<file path="src/joint_pd_step_with_deadband_filter_macros.svh">
// Assertion macros used by the joint PD step controller RTL.
`ifndef JOINT_PD_STEP_WITH_DEADBAND_FILTER_MACROS_SVH
`define JOINT_PD_STEP_WITH_DEADBAND_FILTER_MACROS_SVH

// Consequent must hold in the same cycle as the antecedent.
`define JPD_ASSERT_SAME(lbl, ante, cons, msg) \
  lbl: assert property (@(posedge clk_i) disable iff (!rst_ni) (ante) |-> (cons)) \
    else $error(msg);

// Consequent must hold in the cycle after the antecedent.
`define JPD_ASSERT_NEXT(lbl, ante, cons, msg) \
  lbl: assert property (@(posedge clk_i) disable iff (!rst_ni) (ante) |=> (cons)) \
    else $error(msg);

`endif

</file>
<file path="src/jpd_pkg.sv">
// Types and constants of the joint PD step controller.
`default_nettype none

package jpd_pkg;

  localparam int unsigned JointW   = 3;
  localparam int unsigned PosW     = 24;
  localparam int unsigned CfgW     = 64;
  localparam int unsigned AlphaW   = 17;
  localparam int unsigned StepW    = 17;
  localparam int unsigned ErrW     = 25;
  localparam int unsigned AccW     = 43;

  localparam logic [JointW-1:0] RegAlpha    = 3'd6;
  localparam logic [JointW-1:0] SettingRegs = 3'd6;

  localparam logic [AlphaW-1:0] AlphaOne   = 17'd65536;
  localparam logic [AlphaW-1:0] AlphaReset = 17'd16384;

  localparam logic [PosW-1:0] PosMax = 24'h7FFFFF;
  localparam logic [PosW-1:0] PosMin = 24'h800000;

  typedef struct packed {
    logic [15:0] kp;
    logic [15:0] kd;
    logic [15:0] max_step;
    logic [15:0] deadband;
  } jpd_gains_t;

  typedef struct packed {
    logic [AlphaW-1:0] alpha;
    logic [AlphaW-1:0] beta;
  } jpd_blend_t;

endpackage

`default_nettype wire

</file>
<file path="src/jpd_ram.sv">
// Generic single-write, single-read RAM with registered read data.
`default_nettype none

module jpd_ram #(
  parameter int unsigned WIDTH = 17,
  parameter int unsigned DEPTH = 6,
  parameter int unsigned AW    = (DEPTH > 1) ? $clog2(DEPTH) : 1
) (
  input  wire logic             clk_i,
  input  wire logic             we_i,
  input  wire logic [AW-1:0]    waddr_i,
  input  wire logic [WIDTH-1:0] wdata_i,
  input  wire logic             re_i,
  input  wire logic [AW-1:0]    raddr_i,
  output logic      [WIDTH-1:0] rdata_o
);

  logic [WIDTH-1:0] mem_q [DEPTH];
  logic [WIDTH-1:0] rdata_q;

  always_ff @(posedge clk_i) begin
    if (we_i) begin
      mem_q[waddr_i] <= wdata_i;
    end
    if (re_i) begin
      rdata_q <= mem_q[raddr_i];
    end
  end

  assign rdata_o = rdata_q;

endmodule

`default_nettype wire

</file>
<file path="src/jpd_cfg.sv">
// Configuration registers: per-joint gains and the smoothing weight.
`default_nettype none

module jpd_cfg (
  input  wire logic                        clk_i,
  input  wire logic                        rst_ni,
  input  wire logic                        cfg_we_i,
  input  wire logic [jpd_pkg::JointW-1:0]  cfg_index_i,
  input  wire logic [jpd_pkg::CfgW-1:0]    cfg_data_i,
  input  wire logic [jpd_pkg::JointW-1:0]  joint_i,
  output jpd_pkg::jpd_gains_t              gains_o,
  output jpd_pkg::jpd_blend_t              blend_o
);

  import jpd_pkg::*;

  logic [CfgW-1:0]   settings_q [int'(SettingRegs)];
  logic [AlphaW-1:0] alpha_q;
  logic [AlphaW-1:0] alpha_eff;

  always_ff @(posedge clk_i or negedge rst_ni) begin
    if (!rst_ni) begin
      for (int i = 0; i < int'(SettingRegs); i++) begin
        settings_q[i] <= '0;
      end
      alpha_q <= AlphaReset;
    end else if (cfg_we_i) begin
      if (cfg_index_i < SettingRegs) begin
        settings_q[cfg_index_i] <= cfg_data_i;
      end else if (cfg_index_i == RegAlpha) begin
        alpha_q <= cfg_data_i[AlphaW-1:0];
      end
    end
  end

  always_comb begin
    if (joint_i < SettingRegs) begin
      gains_o = jpd_gains_t'(settings_q[joint_i]);
    end else begin
      gains_o = '0;
    end
  end

  assign alpha_eff     = (alpha_q > AlphaOne) ? AlphaOne : alpha_q;
  assign blend_o.alpha = alpha_eff;
  assign blend_o.beta  = AlphaOne - alpha_eff;

endmodule

`default_nettype wire

</file>
<file path="src/joint_pd_step_with_deadband_filter.sv">
// Joint PD step controller with error deadband, step clamp and output smoothing.
//
// Each transaction on the slave side is one control tick for one joint and yields
// exactly one transaction on the master side. The error is zeroed inside the joint's
// deadband, the step kp*error - kd*velocity is clamped to the joint's limit and blended
// with the joint's previous smoothed step, which is kept in a small state RAM of JOINTS
// entries that reads as zero until first written, so no clearing pass follows reset.
// Each item passes through the accepting cycle, four uses of the single 17 by 25 bit
// multiplier, a clamp step and a write-back step, which waits while the output register
// holds a result not yet taken; only then is the next item accepted. A new item is
// accepted while the previous result still waits in the output register.
`default_nettype none
`include "joint_pd_step_with_deadband_filter_macros.svh"

module joint_pd_step_with_deadband_filter #(
  parameter int unsigned JOINTS = 6
) (
  input  wire logic                       clk_i,
  input  wire logic                       rst_ni,
  // measured_position, measured_velocity, desired_position from bit 0 up
  input  wire logic [71:0]                s_tdata_i,
  // joint_index
  input  wire logic [jpd_pkg::JointW-1:0] s_tuser_i,
  input  wire logic                       s_tvalid_i,
  output logic                            s_tready_o,
  // commanded_position
  output logic [jpd_pkg::PosW-1:0]        m_tdata_o,
  // joint_number, range_clipped from bit 0 up
  output logic [jpd_pkg::JointW:0]        m_tuser_o,
  output logic                            m_tvalid_o,
  input  wire logic                       m_tready_i,
  input  wire logic                       cfg_we_i,
  input  wire logic [jpd_pkg::JointW-1:0] cfg_index_i,
  input  wire logic [jpd_pkg::CfgW-1:0]   cfg_data_i
);

  import jpd_pkg::*;

  localparam int unsigned AW = (JOINTS > 1) ? $clog2(JOINTS) : 1;
  localparam logic [JointW:0] JointsCnt = (JointW + 1)'(JOINTS);

  typedef enum logic [6:0] {
    S_IDLE  = 7'b0000001,
    S_KP    = 7'b0000010,
    S_KD    = 7'b0000100,
    S_CLAMP = 7'b0001000,
    S_ALPHA = 7'b0010000,
    S_BETA  = 7'b0100000,
    S_FIN   = 7'b1000000
  } jpd_state_e;

  jpd_state_e state_q, state_d;

  logic signed [PosW-1:0] in_meas, in_vel, in_des;
  logic [JointW-1:0]      lookup_joint;
  jpd_gains_t             gains;
  jpd_blend_t             blend;

  logic                   in_acc, in_range;
  logic signed [ErrW-1:0] err_raw, err_db;
  logic [ErrW-1:0]        err_mag;

  logic [JointW-1:0]      joint_q;
  logic                   in_range_q, vld_rd_q;
  logic signed [PosW-1:0] meas_q;
  logic signed [ErrW-1:0] err_q, vneg_q;
  logic signed [StepW-1:0] step_q, step_d, prev_q;
  logic signed [AccW-1:0] acc_q, acc_d, clamped, lim;

  logic [AlphaW-1:0]      mul_a;
  logic signed [ErrW-1:0] mul_b;
  logic signed [AccW-1:0] mul_p;

  logic [JOINTS-1:0]      vld_q;
  logic                   ram_we;
  logic [AW-1:0]          ram_waddr;
  logic [StepW-1:0]       ram_rdata;

  logic                   fin_go;
  logic signed [StepW-1:0] s_new;
  logic signed [PosW:0]   cmd_w;
  logic [PosW-1:0]        cmd;
  logic                   clip;

  logic                   m_valid_q;
  logic [PosW-1:0]        m_data_q;
  logic [JointW:0]        m_user_q;

  assign in_meas = s_tdata_i[PosW-1:0];
  assign in_vel  = s_tdata_i[2*PosW-1:PosW];
  assign in_des  = s_tdata_i[3*PosW-1:2*PosW];

  assign s_tready_o = (state_q == S_IDLE);
  assign in_acc     = s_tvalid_i && s_tready_o;
  assign in_range   = ({1'b0, s_tuser_i} < JointsCnt);

  assign lookup_joint = (state_q == S_IDLE) ? s_tuser_i : joint_q;

  jpd_cfg u_cfg (
    .clk_i       (clk_i),
    .rst_ni      (rst_ni),
    .cfg_we_i    (cfg_we_i),
    .cfg_index_i (cfg_index_i),
    .cfg_data_i  (cfg_data_i),
    .joint_i     (lookup_joint),
    .gains_o     (gains),
    .blend_o     (blend)
  );

  assign err_raw = ErrW'(in_des) - ErrW'(in_meas);
  assign err_mag = err_raw[ErrW-1] ? ErrW'(-err_raw) : err_raw;
  assign err_db  = (err_mag < ErrW'(gains.deadband)) ? '0 : err_raw;

  always_comb begin
    unique case (state_q)
      S_KP: begin
        mul_a = AlphaW'(gains.kp);
        mul_b = err_q;
      end
      S_KD: begin
        mul_a = AlphaW'(gains.kd);
        mul_b = vneg_q;
      end
      S_ALPHA: begin
        mul_a = blend.alpha;
        mul_b = ErrW'(step_q);
      end
      S_BETA: begin
        mul_a = blend.beta;
        mul_b = ErrW'(prev_q);
      end
      default: begin
        mul_a = '0;
        mul_b = '0;
      end
    endcase
  end

  assign mul_p = AccW'($signed({1'b0, mul_a})) * AccW'(mul_b);

  assign lim = $signed({15'd0, gains.max_step, 12'd0});

  always_comb begin
    priority if (acc_q > lim) begin
      clamped = lim;
    end else if (acc_q < -lim) begin
      clamped = -lim;
    end else begin
      clamped = acc_q;
    end
  end

  assign step_d = clamped[StepW+11:12];

  always_comb begin
    unique case (state_q)
      S_KP, S_ALPHA: acc_d = mul_p;
      S_KD, S_BETA:  acc_d = acc_q + mul_p;
      default:       acc_d = acc_q;
    endcase
  end

  assign fin_go = (state_q == S_FIN) && (!m_valid_q || m_tready_i);

  always_comb begin
    unique case (state_q)
      S_IDLE:  state_d = in_acc ? S_KP : S_IDLE;
      S_KP:    state_d = S_KD;
      S_KD:    state_d = S_CLAMP;
      S_CLAMP: state_d = S_ALPHA;
      S_ALPHA: state_d = S_BETA;
      S_BETA:  state_d = S_FIN;
      S_FIN:   state_d = fin_go ? S_IDLE : S_FIN;
      default: state_d = S_IDLE;
    endcase
  end

  always_ff @(posedge clk_i or negedge rst_ni) begin
    if (!rst_ni) begin
      state_q <= S_IDLE;
    end else begin
      state_q <= state_d;
    end
  end

  always_ff @(posedge clk_i) begin
    if (in_acc) begin
      joint_q    <= s_tuser_i;
      in_range_q <= in_range;
      vld_rd_q   <= in_range && vld_q[s_tuser_i[AW-1:0]];
      meas_q     <= in_meas;
      err_q      <= err_db;
      vneg_q     <= -ErrW'(in_vel);
    end
    if (state_q == S_KP) begin
      prev_q <= vld_rd_q ? $signed(ram_rdata) : '0;
    end
    if (state_q == S_CLAMP) begin
      step_q <= step_d;
    end
    acc_q <= acc_d;
  end

  assign s_new     = acc_q[StepW+15:16];
  assign ram_we    = fin_go && in_range_q;
  assign ram_waddr = joint_q[AW-1:0];

  jpd_ram #(
    .WIDTH (StepW),
    .DEPTH (JOINTS)
  ) u_state_ram (
    .clk_i   (clk_i),
    .we_i    (ram_we),
    .waddr_i (ram_waddr),
    .wdata_i (s_new),
    .re_i    (in_acc && in_range),
    .raddr_i (s_tuser_i[AW-1:0]),
    .rdata_o (ram_rdata)
  );

  always_ff @(posedge clk_i or negedge rst_ni) begin
    if (!rst_ni) begin
      vld_q <= '0;
    end else if (ram_we) begin
      vld_q[ram_waddr] <= 1'b1;
    end
  end

  assign cmd_w = (PosW + 1)'(meas_q) + (PosW + 1)'(s_new);

  always_comb begin
    if (!in_range_q) begin
      cmd  = meas_q;
      clip = 1'b0;
    end else if (cmd_w[PosW] != cmd_w[PosW-1]) begin
      cmd  = cmd_w[PosW] ? PosMin : PosMax;
      clip = 1'b1;
    end else begin
      cmd  = cmd_w[PosW-1:0];
      clip = 1'b0;
    end
  end

  always_ff @(posedge clk_i or negedge rst_ni) begin
    if (!rst_ni) begin
      m_valid_q <= 1'b0;
    end else if (fin_go) begin
      m_valid_q <= 1'b1;
    end else if (m_tready_i) begin
      m_valid_q <= 1'b0;
    end
  end

  always_ff @(posedge clk_i) begin
    if (fin_go) begin
      m_data_q <= cmd;
      m_user_q <= {clip, joint_q};
    end
  end

  assign m_tvalid_o = m_valid_q;
  assign m_tdata_o  = m_data_q;
  assign m_tuser_o  = m_user_q;

  `JPD_ASSERT_NEXT(a_accept_starts_item, in_acc, state_q == S_KP, "accepted item did not start")
  `JPD_ASSERT_NEXT(a_fin_gives_result, fin_go, m_tvalid_o, "finished item gave no result")
  `JPD_ASSERT_NEXT(a_write_sets_valid, ram_we, vld_q[$past(ram_waddr)], "state entry not marked")
  `JPD_ASSERT_SAME(a_clip_is_extreme, m_tvalid_o && m_tuser_o[JointW], (m_tdata_o == PosMax) || (m_tdata_o == PosMin), "clipped result not at a range limit")

endmodule

`default_nettype wire

</file>
<file path="config.mk">
export PLATFORM = sky130hd
export DESIGN_NAME = joint_pd_step_with_deadband_filter
export DESIGN_NICKNAME = d
export VERILOG_FILES = /design/src/jpd_pkg.sv /design/src/jpd_ram.sv /design/src/jpd_cfg.sv /design/src/joint_pd_step_with_deadband_filter.sv
export VERILOG_INCLUDE_DIRS = /design/src /design/src/src
export SDC_FILE = /design/constraint.sdc
export NUM_CORES = 2
export LEC_CHECK = 0
export BUFFER_PORTS_ARGS = -buffer_cell sky130_fd_sc_hd__buf_2
export CORE_ASPECT_RATIO = 0.8
export CORE_MARGIN = 2
export CORE_UTILIZATION = 52
export CTS_BUF_LIST = sky130_fd_sc_hd__clkbuf_4 sky130_fd_sc_hd__clkbuf_8
export DETAILED_ROUTE_END_ITERATION = 6
export PLACE_DENSITY_LB_ADDON = 0.12
export SLEW_MARGIN = 10
export SYNTH_ARGS = -nofsm -noshare
export SYNTH_HDL_FRONTEND = slang
export SYNTH_SLANG_ARGS = --single-unit
</file>
<file path="constraint.sdc">
create_clock -name clk_i -period 32.3 [get_ports clk_i]
set_clock_uncertainty 0.15 [all_clocks]
set_input_delay 4.845 -clock clk_i [delete_from_list [all_inputs] [get_ports clk_i]]
set_output_delay 4.845 -clock clk_i [all_outputs]
set_load 0.1 [all_outputs]
</file>
* Word level (Yosys, flattened, before mapping)
Memories as Yosys holds them, arrays and structs flattened. A register that Yosys moved wholly into a read port is not among the register bits.
Index checks and enable logic that the tools add are counted.
** Word-level totals
- Bits in writable memories :: 102
- Bits of input ports :: 147
- Register bits :: 599
- Logic and storage cells :: 103
- Memories :: 1
** Memories
- u_state_ram.mem_q :: words 6, width 17, read ports 1, clocked after Yosys merged registers in 1, wr ports 1, line jpd_ram.sv:18 : logic [WIDTH-1:0] mem_q [DEPTH];
** Cells by class
- Equal/unequal tests :: 9
- Multiplexer cells :: 30
- Add/sub/neg operators :: 7
- Reduce and logical (&&, ||, !) cells :: 15
- Bitwise operators :: 4
- $lt $le $gt $ge :: 13
- $mul :: 1
** Operator list (count)
- bitwise mux 384 bit :: 1
- two-way mux 64 bit :: 4
- binary-select mux 64 bit (select 3 bit) :: 1
- demux 64 bit (select 3 bit) :: 1
- case mux 25 bit (4 select lines) :: 1
- case mux 43 bit (2 select lines) :: 1
- two-way mux 24 bit :: 3
- case mux 17 bit (4 select lines) :: 1
- case mux 7 bit (7 select lines) :: 1
- adder 43 bit :: 1
- greater-than comparator 43 x 29 -> 1 bit :: 1
- less-than comparator 43 bit :: 1
- multiplier 18 x 25 -> 43 bit :: 1
- negation 28 -> 43 bit :: 1
- two-way mux 29 bit :: 1
- two-way mux 28 bit :: 1
- adder 24 x 17 -> 25 bit :: 1
- less-than comparator 25 x 16 -> 1 bit :: 1
- two-way mux 25 bit :: 1
- negation 24 -> 25 bit :: 1
- negation 25 bit :: 1
- subtractor 24 x 24 -> 25 bit :: 1
- greater-than comparator 17 bit (second input constant) :: 1
- two-way mux 17 bit :: 1
- other kinds (31) :: 50

* Logic depth before layout (Yosys ltp)
- Depth after elaboration :: 11
- Mapped depth :: 48
- Depth with buffers taken out :: 44

* Modules after synthesis
Synthesis repeated with hierarchy kept, for this count alone.
** Second synthesis, totals
- Cells, all modules :: 4978
- Area total of the unflattened synthesis :: 54235.8 sq um
** By module, submodules not included
- joint_pd_step_with_deadband_filter :: cells each 3517, instances 1, seq. area each 5876.9 sq um, area each 31371.3 sq um
- jpd_cfg :: cells each 1234, instances 1, seq. area each 10035.9 sq um, area each 18263.8 sq um
- jpd_ram :: cells each 227, instances 1, seq. area each 3573.4 sq um, area each 4600.7 sq um

* Worst setup path after synthesis
OpenSTA, ideal clock, no wires.
- Path kind :: input port to flip-flop
- Start :: input port s_tuser_i[0] (netlist name)
- End :: register acc_q[42], data pin
- Required time :: 31.891 ns
- Cell stages on the path :: 44
- Buffers on the path :: 7
- Arrival :: 14.847 ns
- Library setup time :: 0.259 ns
- Slack :: 17.044 ns
- Cell sequence :: buf_2 nand4_1 nand2_2 buf_4 buf_4 buf_2 buf_4 mux4_2 a22oi_1 o211a_1 clkbuf_1 nor2_1 fa_1 inv_1 fa_1 fa_1 inv_1 fa_1 (+8 left out) a31oi_1 nor4_1 o21ba_2 o211a_1 o31ai_1 a311oi_1 xnor2_1 ha_1 a21o_1 a21o_1 a21oi_1 nor3b_1 o311ai_0 nand2_1 xnor2_1 nand2_1 xnor2_1 xnor2_1
** On the way
- Longest elaborated chain between the ends :: 10
- Elaborated cells on any way between the ends :: 11
** RTL lines
- start: declaration :: line joint_pd_step_with_deadband_filter.sv:23 : input wire logic [jpd_pkg::JointW-1:0] s_tuser_i,
- two-way mux 3 bit (*) :: line joint_pd_step_with_deadband_filter.sv:97 : assign lookup_joint = (state_q == S_IDLE) ? s_tuser_i : joint_q;
- inverter 3 -> 4 bit (not written as such) :: line jpd_cfg.sv:38 : gains_o = jpd_gains_t'(settings_q[joint_i]);
- binary-select mux 64 bit (select 3 bit) :: line jpd_cfg.sv:38
- two-way mux 64 bit (not written as such) (2 in series) :: line jpd_cfg.sv:38
- two-way mux 64 bit (*) :: line jpd_cfg.sv:37 : if (joint_i < SettingRegs) begin
- case mux 17 bit (4 select lines) (*) :: line joint_pd_step_with_deadband_filter.sv:115 : unique case (state_q)
- multiplier 18 x 25 -> 43 bit (*) :: line joint_pd_step_with_deadband_filter.sv:139 : assign mul_p = AccW'($signed({1'b0, mul_a})) * AccW'(mul_b);
- adder 43 bit :: line joint_pd_step_with_deadband_filter.sv:158 : S_KD, S_BETA: acc_d = acc_q + mul_p;
- case mux 43 bit (2 select lines) (*) :: line joint_pd_step_with_deadband_filter.sv:156 : unique case (state_q)
- named net acc_d[42] :: line joint_pd_step_with_deadband_filter.sv:68 : logic signed [AccW-1:0] acc_q, acc_d, clamped, lim;
- end signal: assignment :: line joint_pd_step_with_deadband_filter.sv:201 : acc_q <= acc_d;
- end: declaration :: line joint_pd_step_with_deadband_filter.sv:68
The timed path passes the listed nets; every way through them passes the cells marked *. The select of a mux whose other input is x is not followed.
A chain may end at the register's enable or synchronous reset.

* Final worst setup path
Same ends and word-level chain as after synthesis.

==> results.py <==
metrics = {
    "timing": {
        "hold_violations": 0,
        "worst_slew_pin_slew_ns": 1.329,
        "post-route-period-util": 0.5255,
        "fin_setup_tns_ns": 0,
        "min_period_ns": 16.97,
        "fmax_ghz": 0.05892,
        "drv_slew": 0,
        "slew_headroom": 0.1142,
        "rsz0062_at_grt": "false",
        "hold-worst-slack_ns": 0.3187,
        "setup_viol_count_final": 0,
    },
    "synth": {
        "synth_flop_cell": "dfrtp_1",
        "async_reset_ff_frac": 0.5780,
        "ys_seq_area_frac": 0.3620,
        "yosysTopAreaCell": "dfrtp_1",
        "ys_ff_latch": 718,
        "ys_types": 89,
        "synth_area_per_cell_um2": 10.90,
        "synth_cells": 4939,
        "synth.net_count": 5771,
        "synth_common_cells": "inv_1, fa_1, dfrtp_1",
        "synth_edf_count": 303,
        "synth_top_area_frac": 0.1920,
        "yosysWarnings": 0,
        "netlist_area_mm2": 0.05383,
        "ys_top_cells_by_area": "dfrtp_1, edfxtp_1, fa_1",
        "synthMostInstantiatedCell": "inv_1",
    },
    "floorplan": {
        "num_rows": 105,
        "ios": 177,
        "die_height_um": 291.8,
        "die_w_um": 363.7,
        "core_area_mm2": 0.1026,
        "initial_utilization": 0.5246,
        "dieArea_mm2": 0.1061,
    },
    "setup_path": {
        "cp_common_cell": "fa_1",
        "crit_fanout": 42,
        "cp.required_ns": 32.75,
        "crit_slowest_cell": "nor4_1",
        "crit_type": "input pin to flip-flop",
        "critPathBufInv": 8,
        "max_stage_delay_ns": 1.03,
        "cp-end-kind": "flip-flop",
        "crit_path_start_kind": "input pin",
        "crit_family": "adder cells",
        "cp.arrival_ns": 17.43,
    },
    "placement": {
        "io_buffers": 176,
        "dp_hpwl_um": 113100,
        "gp_congestion": 0.9408,
    },
    "global_route": {
        "antenna_found_initial": 15,
        "grt_use_met1": 0.4363,
        "grt_usage": 0.2947,
        "grt_max_degree": 167,
        "grt_pass1_vias": 38500,
        "grt_pass1_wl_um": 236400,
        "met2_usage": 0.4406,
        "overflow": 0,
        "use_met3": 0.05796,
        "top_usage_layer": "met2",
    },
    "clocking": {
        "cts.sinks": 718,
        "holdBufCountCts": 0,
        "cts_tree": "built",
        "clk_path_buf_depth": 3,
        "cts_root_buf": "clkbuf_8",
        "clk_pin_slew_ns": 0.07,
        "numCtsBuffers": 115,
        "post_cts_buffers": 0,
        "cts.repair.resized": 0,
        "cts-htree-levels": 3,
        "clk_latency_ns": 0.85,
    },
    "route": {
        "drtIter0Drc": 3359,
        "avgRoutedWirePerCell_um": 23.36,
        "first_pass_iters": 6,
        "ant_nets": 0,
        "wirelength_um": 153800,
        "avgViaCountPerCell": 5.896,
        "post-route-drc-count": 0,
        "vias": 38810,
    },
    "power": {
        "ir_drop_mv": 0.05410,
        "p_per_area_mw_per_mm2": 62.83,
        "leakagePower_uw": 0.02614,
        "fin_total_pwr_uw": 3701,
    },
    "layout": {
        "postLayoutCoreUtil": 0.5740,
        "finalNetCount": 5922,
        "final_layout_size_suffix_gt1_frac": 0.1962,
        "nFillCells": 8865,
        "area_growth_pct": 9.419,
    },
    "hold_path": {
        "hp-class": "flip-flop to flip-flop",
    },
    "flow_run": {
        "drv_cap": 0,
    },
    "status": {
        "outcome": "complete, no violations",
    },
}
report_power, final:
group,switching [uW],internal [uW],leakage [uW],total [uW]
registers,110,1150,0.00778,1260
clock network,392,465,0.00133,857
logic,979,607,0.0170,1590
total,1480,2220,0.0261,3700
metal layers:
metal  wire length [um]  share of wire
met1              69470           0.45
met2              68210           0.44
met3              11550          0.075
met4               4453          0.029
met5                106        0.00069
worst paths after layout:
kind	slack (ns)	from	to	cells after the start
min in group asynchronous	3.87	rst_ni	u_cfg.settings_q[164]	1
setup reg to reg	19.14	state_q[0]	acc_q[42]	40
max in group asynchronous	26.01	rst_ni	u_cfg.settings_q[376]	3
hold / removal	0.32	vld_q[3]	vld_q[3]	1
hold reg to reg	0.32	vld_q[3]	vld_q[3]	1
setup / recovery	15.33	s_tuser_i[0]	acc_q[42]	41
stage by stage:
step	cell area (um2)	cells	setup slack, ns
finish	58900	6582	15.33
global route	58890	6579	14.66
CTS	58880	6575	15.46
detailed placement	56380	6364	14.56
global placement	56380	6364	14.75
floorplan	53830	4939	17.04
layout make-up:
cell class,instances,area [um2],share of cell area
Antenna cell,7,17.52,0.0002974
Clock buffer,173,2131,0.03618
Multi-Input combinational cell,3397,31350,0.5323
Sequential cell,718,19490,0.3308
Timing Repair Buffer,266,1579,0.02681
Clock inverter,38,370.4,0.006288
Inverter,592,2223,0.03775
Tap cell,1391,1740,0.02955
worst register-to-register path, delay by kind of cell (launching register included):
family,cells,cell delay [ns]
compound gates,13,2.89
xor+xnor,4,0.64
fa+ha+maj,8,3.72
buf+inv,6,1.12
flops,1,0.57
mux,1,0.65
simple gates,8,3.20
cell usage in the layout, fill, tap and decap left out, types with 16 or more instances in the layout:
| cell type | n |
|---|---|
| a221o_1 | 26 |
| nand4_1 | 31 |
| edfxtp_1 | 303 |
| ha_1 | 266 |
| o21bai_1 | 22 |
| clkbuf_8 | 133 |
| o21ai_0 | 131 |
| nor3_1 | 44 |
| a221oi_1 | 30 |
| or3_1 | 31 |
| nand2b_1 | 31 |
| nor2_1 | 257 |
| a31oi_1 | 17 |
| a21oi_1 | 263 |
| nand3_1 | 51 |
| clkinv_2 | 16 |
| and2_1 | 147 |
| o22ai_1 | 37 |
| buf_2 | 175 |
| fa_1 | 419 |
| xnor2_1 | 113 |
| mux2i_1 | 56 |
| xor2_1 | 48 |
| mux2_2 | 409 |
| nand2_1 | 406 |
| nor2b_1 | 30 |
| a21o_1 | 61 |
| buf_4 | 89 |
| mux4_2 | 73 |
| inv_1 | 587 |
| o21a_1 | 32 |
| a22o_1 | 17 |
| clkbuf_4 | 40 |
| a22oi_1 | 37 |
| dfrtp_1 | 413 |
| a211oi_1 | 37 |
| and3_1 | 38 |
cells by family (layout without fill, tap and decap cells):
family / Yosys count / in the layout / share of synthesized area
xor+xnor: 162 / 162 / 0.02650
mux: 540 / 540 / 0.1270
simple gates: 1167 / 1167 / 0.1053
buf+inv: 824 / 1069 / 0.05883
flops: 718 / 718 / 0.3620
compound gates: 843 / 843 / 0.1027
other cells: 0 / 7 / 0
fa+ha+maj: 685 / 685 / 0.2177
state kept, by name (all words and copies together), names as in the netlist, 3 cells and up:
register             count
step_q                  17
m_tdata_o               24
joint_q                  3
u_state_ram.mem_q      102
vneg_q                  25
err_q                   25
prev_q                  17
vld_q                    6
u_state_ram.rdata_o     17
u_cfg.alpha_q           17
m_tuser_o                4
meas_q                  24
u_cfg.settings_q       384
acc_q                   43
state_q                  7
Power figures use the tool's default switching activity.
